===== src/design/cob_pkg.sv =====
package cob_pkg;

  localparam int STAMP_W  = 16;
  localparam int NUM_COMP = 3;

  localparam logic [2:0] KIND_ARRIVE = 3'd0;
  localparam logic [2:0] KIND_STORE  = 3'd1;
  localparam logic [2:0] KIND_HELD   = 3'd2;
  localparam logic [2:0] KIND_DROP   = 3'd3;
  localparam logic [2:0] KIND_SENT   = 3'd4;

  typedef logic [NUM_COMP-1:0][STAMP_W-1:0] stamp_t;

  typedef struct packed {
    logic [1:0] from;
    stamp_t     stamp;
  } entry_t;

  typedef struct packed {
    logic shift;
    logic keep;
    logic insert;
  } store_ctl_t;

  typedef struct packed {
    logic [2:0] kind;
    logic [1:0] from;
    stamp_t     clock;
    logic       last;
  } result_t;

  function automatic logic [STAMP_W-1:0] pick_comp(stamp_t s, logic [1:0] idx);
    logic [STAMP_W-1:0] v;
    v = '0;
    for (int k = 0; k < NUM_COMP; k++) begin
      if (idx == 2'(k)) begin
        v = s[k];
      end
    end
    return v;
  endfunction

endpackage


===== src/design/cob_in_if.sv =====
interface cob_in_if;
  logic        valid;
  logic        ready;
  logic        cmd;
  logic [1:0]  sender;
  logic [15:0] stamp_zero;
  logic [15:0] stamp_one;
  logic [15:0] stamp_two;

  modport source (output valid, cmd, sender, stamp_zero, stamp_one, stamp_two, input ready);
  modport sink (input valid, cmd, sender, stamp_zero, stamp_one, stamp_two, output ready);
endinterface


===== src/design/cob_out_if.sv =====
interface cob_out_if;
  logic        valid;
  logic        ready;
  logic [2:0]  kind;
  logic [1:0]  from_process;
  logic [15:0] clock_zero;
  logic [15:0] clock_one;
  logic [15:0] clock_two;
  logic        last;

  modport source (output valid, kind, from_process, clock_zero, clock_one, clock_two, last,
                  input ready);
  modport sink (input valid, kind, from_process, clock_zero, clock_one, clock_two, last,
                output ready);
endinterface


===== src/design/causal_order_holdback_top.sv =====
// Causal-order delivery of broadcast messages against a local vector clock.
// The request channel carries either a local send event (cmd high) or a
// received message with its sender and vector stamp. The result channel
// returns one or more reports per request; the final one has last set.
// The own_process register is to be written over the APB port only
// while idle; the block itself does not enforce this. One request is
// in work at a time. A send, a held message or a dropped message
// gives its single result via the pending and output registers, and
// the next request is taken in the cycle that result appears. A message
// delivered on arrival rescans the hold-back store, a row of cells that
// rotates past one comparator at its head, if the store is not empty.
// Each pass visits every held entry once; passes repeat while one delivers.
// Every result is staged one step so the last flag is known; a stalled
// result channel holds the rescan at its next delivery.
// Reset clears the clock, the store and own_process to zero.
module causal_order_holdback_top #(
  parameter int HOLD_DEPTH    = 16,
  parameter int NUM_PROCESSES = 3,
  parameter int COUNT_BITS    = 16
) (
  input  logic        clk,
  input  logic        rst,
  cob_in_if.sink      request,
  cob_out_if.source   result,
  input  logic        psel,
  input  logic        penable,
  input  logic        pwrite,
  input  logic [2:0]  paddr,
  input  logic [31:0] pwdata,
  output logic [31:0] prdata,
  output logic        pready
);
  import cob_pkg::*;

  localparam int CW = $clog2(HOLD_DEPTH + 1);
  localparam logic [1:0] ST_IDLE  = 2'd0;
  localparam logic [1:0] ST_SCAN  = 2'd1;
  localparam logic [1:0] ST_FLUSH = 2'd2;
  localparam logic [1:0] LAST_PROC = 2'(NUM_PROCESSES - 1);
  localparam logic [COUNT_BITS-1:0] COUNT_MAX = '1;

  logic [1:0] state;
  logic [1:0] state_next;
  logic [1:0] own_process;
  logic [NUM_PROCESSES-1:0][COUNT_BITS-1:0] local_clock;
  logic [NUM_PROCESSES-1:0][COUNT_BITS-1:0] local_clock_next;
  logic [CW-1:0] pass_left;
  logic [CW-1:0] pass_left_next;
  logic [CW-1:0] count;
  logic          progress;
  logic          progress_next;
  logic          full;
  result_t       pend;
  result_t       pend_next;
  result_t       out_res;
  logic          out_valid;
  logic          out_free;
  logic          push;
  logic          push_last;
  entry_t        head;
  entry_t        fill;
  store_ctl_t    ctl;
  stamp_t        req_stamp;
  logic          req_ok;
  logic          head_ok;
  logic [1:0]    me;
  logic [COUNT_BITS-1:0] me_clock;
  logic          upd_en;
  logic [1:0]    upd_idx;
  logic [COUNT_BITS-1:0] upd_val;
  logic          new_res;
  logic [2:0]    new_kind;
  logic [1:0]    new_from;

  assign pready = 1'b1;
  assign prdata = {30'd0, own_process};

  always_ff @(posedge clk) begin
    if (rst) begin
      own_process <= 2'd0;
    end else if (psel && penable && pwrite && !paddr[2]) begin
      own_process <= pwdata[1:0];
    end
  end

  assign req_stamp = {request.stamp_two, request.stamp_one, request.stamp_zero};
  assign me = (own_process >= 2'(NUM_PROCESSES)) ? LAST_PROC : own_process;
  assign request.ready = (state == ST_IDLE);
  assign out_free = !out_valid || result.ready;

  always_comb begin
    me_clock = '0;
    for (int k = 0; k < NUM_PROCESSES; k++) begin
      if (me == 2'(k)) begin
        me_clock = local_clock[k];
      end
    end
  end

  cob_check #(.NUM_PROCESSES(NUM_PROCESSES), .COUNT_BITS(COUNT_BITS)) u_chk_req (
    .sender (request.sender),
    .stamp  (req_stamp),
    .clock  (local_clock),
    .ok     (req_ok)
  );

  cob_check #(.NUM_PROCESSES(NUM_PROCESSES), .COUNT_BITS(COUNT_BITS)) u_chk_head (
    .sender (head.from),
    .stamp  (head.stamp),
    .clock  (local_clock),
    .ok     (head_ok)
  );

  cob_store #(.HOLD_DEPTH(HOLD_DEPTH)) u_store (
    .clk   (clk),
    .rst   (rst),
    .ctl   (ctl),
    .fill  (fill),
    .head  (head),
    .count (count),
    .full  (full)
  );

  always_comb begin
    state_next     = state;
    pass_left_next = pass_left;
    progress_next  = progress;
    ctl            = '0;
    fill           = head;
    upd_en         = 1'b0;
    upd_idx        = me;
    upd_val        = '0;
    new_res        = 1'b0;
    new_kind       = KIND_DROP;
    new_from       = request.sender;
    push           = 1'b0;
    push_last      = 1'b0;
    case (state)
      ST_IDLE: begin
        if (request.valid) begin
          new_res    = 1'b1;
          state_next = ST_FLUSH;
          if (request.cmd) begin
            new_kind = KIND_SENT;
            new_from = me;
            upd_en   = 1'b1;
            upd_idx  = me;
            upd_val  = (me_clock == COUNT_MAX) ? me_clock : me_clock + COUNT_BITS'(1);
          end else if (32'(request.sender) >= NUM_PROCESSES) begin
            new_kind = KIND_DROP;
          end else if (req_ok) begin
            new_kind = KIND_ARRIVE;
            upd_en   = 1'b1;
            upd_idx  = request.sender;
            upd_val  = COUNT_BITS'(pick_comp(req_stamp, request.sender));
            if (count != '0) begin
              state_next     = ST_SCAN;
              pass_left_next = count;
              progress_next  = 1'b0;
            end
          end else if (!full) begin
            new_kind   = KIND_HELD;
            ctl.insert = 1'b1;
            fill.from  = request.sender;
            fill.stamp = req_stamp;
          end else begin
            new_kind = KIND_DROP;
          end
        end
      end
      ST_SCAN: begin
        if (pass_left == '0) begin
          if (progress && count != '0) begin
            pass_left_next = count;
            progress_next  = 1'b0;
          end else begin
            state_next = ST_FLUSH;
          end
        end else if (!head_ok) begin
          ctl.shift      = 1'b1;
          ctl.keep       = 1'b1;
          pass_left_next = pass_left - CW'(1);
        end else if (out_free) begin
          ctl.shift      = 1'b1;
          pass_left_next = pass_left - CW'(1);
          progress_next  = 1'b1;
          upd_en         = 1'b1;
          upd_idx        = head.from;
          upd_val        = COUNT_BITS'(pick_comp(head.stamp, head.from));
          push           = 1'b1;
          new_res        = 1'b1;
          new_kind       = KIND_STORE;
          new_from       = head.from;
        end
      end
      ST_FLUSH: begin
        if (out_free) begin
          push       = 1'b1;
          push_last  = 1'b1;
          state_next = ST_IDLE;
        end
      end
      default: begin
        state_next = ST_IDLE;
      end
    endcase
  end

  always_comb begin
    for (int k = 0; k < NUM_PROCESSES; k++) begin
      local_clock_next[k] = (upd_en && upd_idx == 2'(k)) ? upd_val : local_clock[k];
    end
  end

  always_comb begin
    pend_next = pend;
    if (new_res) begin
      pend_next.kind  = new_kind;
      pend_next.from  = new_from;
      pend_next.clock = '0;
      pend_next.last  = 1'b0;
      for (int k = 0; k < NUM_PROCESSES; k++) begin
        pend_next.clock[k] = STAMP_W'(local_clock_next[k]);
      end
    end
  end

  always_ff @(posedge clk) begin
    if (rst) begin
      state       <= ST_IDLE;
      pass_left   <= '0;
      progress    <= 1'b0;
      local_clock <= '0;
      out_valid   <= 1'b0;
    end else begin
      state       <= state_next;
      pass_left   <= pass_left_next;
      progress    <= progress_next;
      local_clock <= local_clock_next;
      if (push) begin
        out_valid <= 1'b1;
      end else if (result.ready) begin
        out_valid <= 1'b0;
      end
    end
  end

  always_ff @(posedge clk) begin
    pend <= pend_next;
    if (push) begin
      out_res <= '{kind: pend.kind, from: pend.from, clock: pend.clock, last: push_last};
    end
  end

  assign result.valid        = out_valid;
  assign result.kind         = out_res.kind;
  assign result.from_process = out_res.from;
  assign result.clock_zero   = out_res.clock[0];
  assign result.clock_one    = out_res.clock[1];
  assign result.clock_two    = out_res.clock[2];
  assign result.last         = out_res.last;

endmodule


===== src/design/cob_check.sv =====
module cob_check #(
  parameter int NUM_PROCESSES = 3,
  parameter int COUNT_BITS    = 16
) (
  input  logic [1:0]                                sender,
  input  cob_pkg::stamp_t                           stamp,
  input  logic [NUM_PROCESSES-1:0][COUNT_BITS-1:0]  clock,
  output logic                                      ok
);
  import cob_pkg::*;

  localparam int CMP_W = (COUNT_BITS > STAMP_W ? COUNT_BITS : STAMP_W) + 1;
  localparam logic [CMP_W-1:0] COUNT_MAX = CMP_W'((64'd1 << COUNT_BITS) - 64'd1);

  always_comb begin
    logic [CMP_W-1:0] va;
    logic [CMP_W-1:0] ca;
    ok = (32'(sender) < NUM_PROCESSES);
    for (int k = 0; k < NUM_PROCESSES; k++) begin
      va = CMP_W'(stamp[k]);
      ca = CMP_W'(clock[k]);
      if (sender == 2'(k)) begin
        if (va > COUNT_MAX || va != ca + CMP_W'(1)) begin
          ok = 1'b0;
        end
      end else if (va > ca) begin
        ok = 1'b0;
      end
    end
  end

endmodule


===== src/design/cob_cell.sv =====
module cob_cell (
  input  logic                clk,
  input  logic                rst,
  input  cob_pkg::store_ctl_t ctl,
  input  logic                prev_valid,
  input  logic                up_valid,
  input  cob_pkg::entry_t     up_entry,
  input  cob_pkg::entry_t     fill,
  output logic                valid,
  output cob_pkg::entry_t     entry
);
  import cob_pkg::*;

  logic take_up;
  logic take_fill;
  logic valid_next;

  always_comb begin
    take_up   = ctl.shift && up_valid;
    take_fill = (ctl.shift && ctl.keep && valid && !up_valid) ||
                (!ctl.shift && ctl.insert && !valid && prev_valid);
    valid_next = valid;
    if (ctl.shift) begin
      valid_next = up_valid || take_fill;
    end else if (take_fill) begin
      valid_next = 1'b1;
    end
  end

  always_ff @(posedge clk) begin
    if (rst) begin
      valid <= 1'b0;
    end else begin
      valid <= valid_next;
    end
  end

  always_ff @(posedge clk) begin
    if (take_up) begin
      entry <= up_entry;
    end else if (take_fill) begin
      entry <= fill;
    end
  end

endmodule


===== src/design/cob_store.sv =====
module cob_store #(
  parameter int HOLD_DEPTH = 16
) (
  input  logic                               clk,
  input  logic                               rst,
  input  cob_pkg::store_ctl_t                ctl,
  input  cob_pkg::entry_t                    fill,
  output cob_pkg::entry_t                    head,
  output logic [$clog2(HOLD_DEPTH+1)-1:0]    count,
  output logic                               full
);
  import cob_pkg::*;

  localparam int CW = $clog2(HOLD_DEPTH + 1);

  logic [HOLD_DEPTH-1:0] valid;
  entry_t                entries [HOLD_DEPTH];

  for (genvar j = 0; j < HOLD_DEPTH; j++) begin : g_cell
    logic   prev_v;
    logic   up_v;
    entry_t up_e;
    if (j == 0) begin : g_first
      assign prev_v = 1'b1;
    end else begin : g_mid
      assign prev_v = valid[j-1];
    end
    if (j == HOLD_DEPTH - 1) begin : g_last
      assign up_v = 1'b0;
      assign up_e = '0;
    end else begin : g_inner
      assign up_v = valid[j+1];
      assign up_e = entries[j+1];
    end
    cob_cell u_cell (
      .clk        (clk),
      .rst        (rst),
      .ctl        (ctl),
      .prev_valid (prev_v),
      .up_valid   (up_v),
      .up_entry   (up_e),
      .fill       (fill),
      .valid      (valid[j]),
      .entry      (entries[j])
    );
  end

  assign head = entries[0];
  assign full = (count == CW'(HOLD_DEPTH));

  always_ff @(posedge clk) begin
    if (rst) begin
      count <= '0;
    end else if (ctl.shift && !ctl.keep) begin
      count <= count - CW'(1);
    end else if (!ctl.shift && ctl.insert && !full) begin
      count <= count + CW'(1);
    end
  end

endmodule


===== src/flat_wrapper.sv =====
// flat-port wrapper written by rule: the top's interface ports become plain ports
module causal_order_holdback_top_flat import cob_pkg::*;
#(
  parameter int HOLD_DEPTH    = 16,
  parameter int NUM_PROCESSES = 3,
  parameter int COUNT_BITS    = 16
)
  (clk, rst, psel, penable, pwrite, paddr, pwdata, prdata, pready, request_valid, request_cmd, request_sender, request_stamp_zero, request_stamp_one, request_stamp_two, request_ready, result_valid, result_kind, result_from_process, result_clock_zero, result_clock_one, result_clock_two, result_last, result_ready);
  cob_in_if request_i ();
  cob_out_if result_i ();
  input  logic clk;
  input  logic rst;
  input  logic psel;
  input  logic penable;
  input  logic pwrite;
  input  logic [2:0] paddr;
  input  logic [31:0] pwdata;
  output logic [31:0] prdata;
  output logic pready;
  input wire logic [$bits(request_i.valid)-1:0] request_valid;
  input wire logic [$bits(request_i.cmd)-1:0] request_cmd;
  input wire logic [$bits(request_i.sender)-1:0] request_sender;
  input wire logic [$bits(request_i.stamp_zero)-1:0] request_stamp_zero;
  input wire logic [$bits(request_i.stamp_one)-1:0] request_stamp_one;
  input wire logic [$bits(request_i.stamp_two)-1:0] request_stamp_two;
  output wire logic [$bits(request_i.ready)-1:0] request_ready;
  output wire logic [$bits(result_i.valid)-1:0] result_valid;
  output wire logic [$bits(result_i.kind)-1:0] result_kind;
  output wire logic [$bits(result_i.from_process)-1:0] result_from_process;
  output wire logic [$bits(result_i.clock_zero)-1:0] result_clock_zero;
  output wire logic [$bits(result_i.clock_one)-1:0] result_clock_one;
  output wire logic [$bits(result_i.clock_two)-1:0] result_clock_two;
  output wire logic [$bits(result_i.last)-1:0] result_last;
  input wire logic [$bits(result_i.ready)-1:0] result_ready;
  assign request_i.valid = request_valid;
  assign request_i.cmd = request_cmd;
  assign request_i.sender = request_sender;
  assign request_i.stamp_zero = request_stamp_zero;
  assign request_i.stamp_one = request_stamp_one;
  assign request_i.stamp_two = request_stamp_two;
  assign request_ready = request_i.ready;
  assign result_valid = result_i.valid;
  assign result_kind = result_i.kind;
  assign result_from_process = result_i.from_process;
  assign result_clock_zero = result_i.clock_zero;
  assign result_clock_one = result_i.clock_one;
  assign result_clock_two = result_i.clock_two;
  assign result_last = result_i.last;
  assign result_i.ready = result_ready;
  causal_order_holdback_top #(.HOLD_DEPTH(HOLD_DEPTH), .NUM_PROCESSES(NUM_PROCESSES), .COUNT_BITS(COUNT_BITS)) u_core (.clk(clk), .rst(rst), .request(request_i), .result(result_i), .psel(psel), .penable(penable), .pwrite(pwrite), .paddr(paddr), .pwdata(pwdata), .prdata(prdata), .pready(pready));
endmodule

===== config.mk =====
export PLATFORM = sky130hd
export DESIGN_NAME = causal_order_holdback_top_flat
export DESIGN_NICKNAME = d
export VERILOG_FILES = /design/src/design/cob_pkg.sv /design/src/design/cob_in_if.sv /design/src/design/cob_out_if.sv /design/src/design/causal_order_holdback_top.sv /design/src/design/cob_check.sv /design/src/design/cob_cell.sv /design/src/design/cob_store.sv /design/src/flat_wrapper.sv
export SDC_FILE = /design/constraint.sdc
export NUM_CORES = 2
export LEC_CHECK = 0
export BUFFER_PORTS_ARGS = -buffer_cell sky130_fd_sc_hd__buf_2
export CORE_AREA = 2 2 314 316
export DETAILED_ROUTE_END_ITERATION = 16
export DIE_AREA = 0 0 316 318
export GPL_TIMING_DRIVEN = 0
export PLACE_DENSITY_LB_ADDON = 0.12
export SLEW_MARGIN = 20
export SYNTH_ARGS = -nofsm -noshare
export SYNTH_HDL_FRONTEND = slang
export SYNTH_SLANG_ARGS = --single-unit
export TNS_END_PERCENT = 20

===== constraint.sdc =====
create_clock -name clk -period 17.5 [get_ports clk]
set_clock_uncertainty 0.05 [all_clocks]
set_input_delay 2.625 -clock clk [delete_from_list [all_inputs] [get_ports clk]]
set_output_delay 2.625 -clock clk [all_outputs]
set_load 0.005 [all_outputs]

# After elaboration in Yosys (flattened, before gate mapping)
# Index checks and enable logic that the tools add are counted.
[totals]
rom_bits = 0
regBits = 987
word_cells = 517
mem_bits_rw = 0
input_bits = 93
latchBits = 0
memories = 0
[classes]
n_reduce_logical = 185
n_addsub = 7
eq_ne = 30
div_mod_pow = 0
n_mux = 185
mul = 0
n_shift = 0
n_bitwise = 0
magnitude_cmp = 10
[op_table]
columns = ["op", "n"]
rows = [
  ["50-bit two-way mux", 36],
  ["16-bit two-way mux", 20],
  ["16-bit by 17-bit != test with 1-bit output", 6],
  ["16-bit greater-than comparator", 6],
  ["1-bit logical AND", 88],
  ["1-bit two-way mux", 78],
  ["2-bit nonzero test", 34],
  ["5-bit two-way mux", 11],
  ["16-bit by 1-bit adder with 17-bit output (second input constant)", 3],
  ["2-bit two-way mux", 24],
  ["1-bit logical OR", 32],
  ["16-bit case mux with 2 select lines", 1],
  ["1-bit zero test", 21],
  ["3-bit two-way mux", 6],
  ["16-bit by 1-bit adder with 16-bit output (second input constant)", 1],
  ["16-bit == test (second input constant)", 1],
  ["2-bit by 1-bit == test with 1-bit output (second input constant)", 5],
  ["2-bit == test (second input constant)", 5],
  ["2-bit zero test", 5],
  ["5-bit case mux with 2 select lines", 1],
  ["5-bit by 1-bit subtractor with 5-bit output (second input constant)", 2],
  ["9-bit AND reduction", 1],
  ["2-bit by 1-bit != test with 1-bit output (second input constant)", 4],
  ["2-bit != test (second input constant)", 4],
  ["other kinds (15)", 22],
]

# Logic depth before layout (Yosys ltp)
[logic_depth]
depth_word = 19
ltp_mapped = 21
depth_no_buf = 20

# Modules after synthesis
# Synthesis repeated with hierarchy kept, for this count alone.
[unflattened]
cells_unflattened = 3605
hier_area_um2 = 50617.3
[modules_own_cells]
columns = ["module", "cells_per_inst", "seq_area_each_um2", "n_inst", "area_each_um2"]
rows = [
  ["cob_cell", 114, 1521.5, 16, 2229.6],
  ["causal_order_holdback_top", 957, 4394.2, 1, 8981.1],
  ["cob_check", 389, 0.0, 2, 2780.2],
  ["cob_store", 46, 100.1, 1, 401.6],
]

# Worst setup path before layout
# Ideal clock, no wire load.
[synth_path]
kind = "input to register"
from = "in request_stamp_zero[5]"
to = "reg u_core.u_store.g_cell[15].u_cell.entry[0] in the netlist's numbering (enable)"
setup_ns = 0.527
path_slack_ns = 8.531
t_arrival_ns = 8.393
path_stages = 14
required_time_ns = 16.923
cell_sequence = "ha_1 > a21o_1 > a21o_1 > a21oi_1 > o21a_1 > o211a_1 > a21oi_1 > a22oi_1 > a211oi_1 > and2_1 > buf_2 > buf_1 > nand2_1 > o21ai_0"
[synth_via]
elab_chain_len = 16
elab_cells_between_ends = 20
classes_between = "1 x order compare; 1 x eq/ne; 14 x mux; 4 x reduce/logical"
[synth_rtl]
columns = ["element", "line_no", "source"]
rows = [
  ["start, declared", "flat_wrapper.sv:23", "input wire logic [$bits(request_i.stamp_zero)-1:0] request_stamp_zero;"],
  ["16-bit greater-than comparator / 16-bit by 17-bit != test with 1-bit output (equally long branches)", "cob_check.sv:26, cob_check.sv:23", ""],
  ["1-bit two-way mux, on equally long branches", "cob_check.sv:26, cob_check.sv:23", ""],
  ["1-bit two-way mux (*)", "cob_check.sv:22", "if (sender == 2'(k)) begin"],
  ["1-bit two-way mux, on equally long branches", "cob_check.sv:26, cob_check.sv:23", ""],
  ["1-bit two-way mux (*)", "cob_check.sv:22", ""],
  ["1-bit two-way mux, on equally long branches", "cob_check.sv:26, cob_check.sv:23", ""],
  ["1-bit two-way mux (*)", "cob_check.sv:22", ""],
  ["1-bit two-way mux (*)", "causal_order_holdback_top.sv:151", "end else if (req_ok) begin"],
  ["1-bit two-way mux (*)", "causal_order_holdback_top.sv:149", "end else if (32'(request.sender) >= NUM_PROCESSES) begin"],
  ["1-bit two-way mux (*)", "causal_order_holdback_top.sv:143", "if (request.cmd) begin"],
  ["1-bit two-way mux (*)", "causal_order_holdback_top.sv:140", "if (request.valid) begin"],
  ["1-bit two-way mux (*)", "causal_order_holdback_top.sv:138", "case (state)"],
  ["1-bit logical AND (*) (3 in a row)", "cob_cell.sv:21", "(!ctl.shift && ctl.insert && !valid && prev_valid);"],
  ["1-bit logical OR (*)", "cob_cell.sv:20", "take_fill = (ctl.shift && ctl.keep && valid && !up_valid) ||"],
  ["net u_core.u_store.g_cell[15].u_cell.take_fill", "cob_cell.sv:15", "logic take_fill;"],
  ["end signal, assigned", "cob_cell.sv:40", "entry <= up_entry;"],
  ["end signal, assigned", "cob_cell.sv:42", "entry <= fill;"],
  ["end, declared", "cob_cell.sv:10", "output cob_pkg::entry_t entry"],
]
# Mark *: on every way through the listed nets, which the timed path passes. The rest lies on a longest branch.
# A chain may end at the register's enable or synchronous reset.

# Worst setup path after layout
[layout_path]
from = "in request_sender[0]"
to = "reg u_core.u_store.g_cell[11].u_cell.entry[48] in the netlist's numbering, data pin"
[layout_via]
elab_chain_len = 14
elab_cells_between_ends = 22
classes_between = "2 x order compare; 2 x eq/ne; 17 x mux; 1 x reduce/logical"
[layout_rtl]
columns = ["element", "line_no", "source"]
rows = [
  ["start, declared", "flat_wrapper.sv:22", "input wire logic [$bits(request_i.sender)-1:0] request_sender;"],
  ["2-bit < comparator", "cob_check.sv:18", "ok = (32'(sender) < NUM_PROCESSES);"],
  ["1-bit two-way mux, on equally long branches", "cob_check.sv:26, cob_check.sv:23", ""],
  ["1-bit two-way mux", "cob_check.sv:22", ""],
  ["1-bit two-way mux, on equally long branches", "cob_check.sv:26, cob_check.sv:23", ""],
  ["1-bit two-way mux", "cob_check.sv:22", ""],
  ["1-bit two-way mux, on equally long branches", "cob_check.sv:26, cob_check.sv:23", ""],
  ["1-bit two-way mux", "cob_check.sv:22", ""],
  ["50-bit two-way mux", "causal_order_holdback_top.sv:151", ""],
  ["50-bit two-way mux (*)", "causal_order_holdback_top.sv:149", ""],
  ["50-bit two-way mux (*)", "causal_order_holdback_top.sv:143", ""],
  ["50-bit two-way mux (*)", "causal_order_holdback_top.sv:140", ""],
  ["50-bit two-way mux (*)", "causal_order_holdback_top.sv:138", ""],
  ["50-bit two-way mux (*)", "cob_cell.sv:41", "end else if (take_fill) begin"],
  ["50-bit two-way mux (*)", "cob_cell.sv:39", "if (take_up) begin"],
  ["end signal, assigned", "cob_cell.sv:40", ""],
  ["end signal, assigned", "cob_cell.sv:42", ""],
  ["end, declared", "cob_cell.sv:10", ""],
]
# Every way passes the cells marked *; elsewhere a longest branch is shown, timed or not. The select of a mux whose other input is x is not followed.

==> qor.yml <==
cts_tree: "yes"
cts-htree-levels: 3
cts.path.max_buffers: 3
grt_first_pass_wirelength_um: 183000
vdd.ir_drop.worst_uv: 91.6
globalRouteOverflowTotal: 0
cp.buffers_inverters: 4
path_clk_slew_ns: 0.06
synth-compound-area-share_pct: 12.8
dieArea_um2: 100000
crit_chain: "clkbuf_1 -> nor2b_1 -> clkbuf_1 -> a2111oi_0 -> a21oi_1 -> a22oi_1 -> a211oi_1 -> clkbuf_1 -> mux2i_1 -> clkbuf_1 -> a21oi_1"
leakage_uw: 0.0190
cp.required_ns: 17.87
slew_headroom_pct: 25.1
ant_nets: 0
post_cts_buffers: 0
netlist_area_um2: 47300
die_w_um: 316
fp.dieH_um: 318
fin_crit_ns: 7.59
avgRoutedWirePerCell_um: 20.4
clockRootBuffer: "clkbuf_16"
maxSlewViolCount: 0
max_freq_mhz: 132
hpwl_um: 93800
io_buffers: 116
ctsHoldBuffers: 0
synth-edff-count: 907
cts_sinks: 987
slowest_stage: "a21oi_1"
p_per_area_nw_per_um2: 94.5
routed_wl_um: 120000
cts_buffers: 102
drive_gt1_share_pct: 11.3
fp.coreArea_um2: 97400
final_area_um2: 53200
critPathMaxFanout: 10
rows: 115
synth-main-ff-cell: "edfxtp_1"
yosys.area_share.xor_xnor_pct: 2.33
fin_tns_setup_ns: 0
dr.pass1.iters: 5
crit_family: "compound AO/OA/AOI/OAI gates"
max_stage_delay_ns: 0.84
crit_top_cell: "clkbuf_1"
antenna_found_initial: 3
clk_latency_ns: 0.69
post-route-period-util_pct: 43.4
ioPinCount: 182
ys_ff_latch: 987
rsz0062_at_grt: "no"
ctsResizeCount: 0
vias_per_cell: 5.47
area_growth_pct: 12.5
grt_pass1_vias: 30700
synth_mux_area_share_pct: 4.79
cp-end-kind: "register"
place_area_um2: 50000
synth.distinct_cells: 93
worst_slew_pin_slew_ns: 1.12
maxCapViolCount: 0
synth_fa_ha_area_share_pct: 2.87
first_iter_violations: 2359
worstPathArrival_ns: 7.96
setup_viol: 0
cp-start-kind: "primary input"
initial_core_util_pct: 48.6
syn_avg_cell_area_um2: 11.1
finalHoldViolCount: 0
ys.warnings.count: 0
grt_start_max_net_pins: 56
synth_top_family_by_area: "compound AO/OA/AOI/OAI gates"
remaining_drc_errors: 0
fin_nets: 4723
synth-simple-area-share_pct: 11.9
grt.total_usage_pct: 23.8
path_class: "in -> reg"
outcome: "finished clean"
vias: 32200
ys_seq_area_share_pct: 61.0
fin_cells: 5893
synthCells: 4258
setup_slack_ns: 9.91
gp_congestion: 1.00
dp_slack_ns: 9.68
num_antenna_cells: 0
ys_async_sr_fraction_pct: 0
min-delay-path-class: "reg -> reg"
dp_cells: 5705
[power breakdown]
group / switching (µW) / internal (µW)
Combinational: 182 / 106
Sequential: 17.1 / 2610
Clock: 910 / 1210
[Yosys cell counts, drive strengths merged, types with 27 or more instances]
cell type | n | area, µm²
nand3 | 45 | 235
a21o | 27 | 203
mux2 | 63 | 709
nor2b | 29 | 184
inv | 119 | 447
mux2i | 148 | 1560
a21oi | 838 | 4200
o21ai | 61 | 305
xor2 | 41 | 359
clkbuf | 173 | 649
xnor2 | 85 | 744
dfxtp | 80 | 1600
buf | 169 | 916
nor2 | 833 | 3130
nand4 | 34 | 231
a211oi | 43 | 343
nand2b | 64 | 400
edfxtp | 907 | 27200
ha | 107 | 1340
nor3 | 33 | 181
nand2 | 125 | 472
[worst reg2reg max path: cells and delay by family, from the launching register on]
kind,cells,cell delay (ns)
flip-flops,1,0.65
adder cells (fa/ha/maj),1,0.41
multiplexers,1,0.27
AND/OR/NAND/NOR,7,2.94
buffers and inverters,3,1.31
AO/OA/AOI/OAI,3,0.77
[flip-flops by register name, indices dropped and copies added, names as in the netlist, 3 cells and up]
name / cells
u_core.result.kind: 3
u_core.u_store.g_cell.u_cell.valid: 16
u_core.u_store.count: 5
u_core.result.clock_zero: 16
u_core.result.clock_two: 16
u_core.pend: 53
u_core.local_clock: 48
u_core.result.clock_one: 16
u_core.pass_left: 5
u_core.u_store.g_cell.u_cell.entry: 800
[kinds of logic after synthesis]
kind of cell,after synthesis
and+or+nand+nor,1271
AOI/OAI and AO/OA,1092
buffers and inverters,461
muxes,211
other,2
xor gates and xnor gates,126
DFF,987
adders and majority gates,108
[metal layers]
| layer | global-route usage, % | routed length [µm] | vias up |
|---|---|---|---|
| li1 | - | - | 15900 |
| met1 | 28.4 | 47700 | 15100 |
| met2 | 41.5 | 59600 | 895 |
| met3 | 3.61 | 6080 | 297 |
| met4 | 12.2 | 6860 | 2 |
| met5 | 0 | 13 | - |
[cell usage in the layout (no fill, tap or decap), types with 13 or more instances in the layout]
cell	Yosys	routed
edfxtp_1	907	907
a21oi_1	837	837
nor2_1	832	831
buf_2	105	221
clkbuf_1	173	203
mux2i_1	128	128
nand2_1	124	123
inv_1	118	118
ha_1	107	107
clkbuf_16	0	104
xnor2_1	85	85
dfxtp_1	80	80
nand2b_1	64	64
o21ai_0	61	60
buf_4	38	50
xor2_1	41	41
a211oi_1	39	39
mux2_2	35	35
nand4_1	31	31
nor3_1	31	31
conb_1	2	31
nand3_1	43	30
nor2b_1	28	28
mux2_1	28	28
a21o_1	27	27
buf_1	25	25
nor4_1	20	20
mux2i_2	20	20
clkinv_1	0	19
nor3b_1	17	17
and3_1	15	15
o211ai_1	15	15
clkinv_2	0	15
nand3b_1	14	14
nand3_4	0	13
[final cells by class]
class / count / area (µm²)
fillers: 8312 / 44200
well taps: 1287 / 1610
clock inverters: 52 / 528
multi-input cells: 2839 / 16800
inverters: 119 / 447
clock buffers: 136 / 2730
plain buffers: 342 / 1570
repair buffers: 131 / 746
flip-flops and latches: 987 / 28800
[through the flow]
step | hold slack [ns] | util (%) | total power, µW
after floorplan | 0.350 | - | 2850
after global placement | 0.352 | 50.9 | 2950
after detailed placement | 0.355 | 51.3 | 2960
after CTS | 0.359 | 54.6 | 5060
after global routing | 0.373 | 54.6 | 5190
final | 0.352 | 54.6 | 5030
[path summary, 6_finish.rpt]
check	from	endpoint	slack (ns)	depth (start not counted)
setup reg to reg	u_core.local_clock[16]	u_core.u_store.g_cell[3].u_cell.entry[25]	10.57	15
setup / recovery	request_sender[0]	u_core.u_store.g_cell[11].u_cell.entry[48]	9.91	11
hold reg to reg	u_core.pend[45]	u_core.result.clock_two[12]	0.35	0
hold / removal	u_core.pend[45]	u_core.result.clock_two[12]	0.35	0
(Power assumes the default switching activity.)
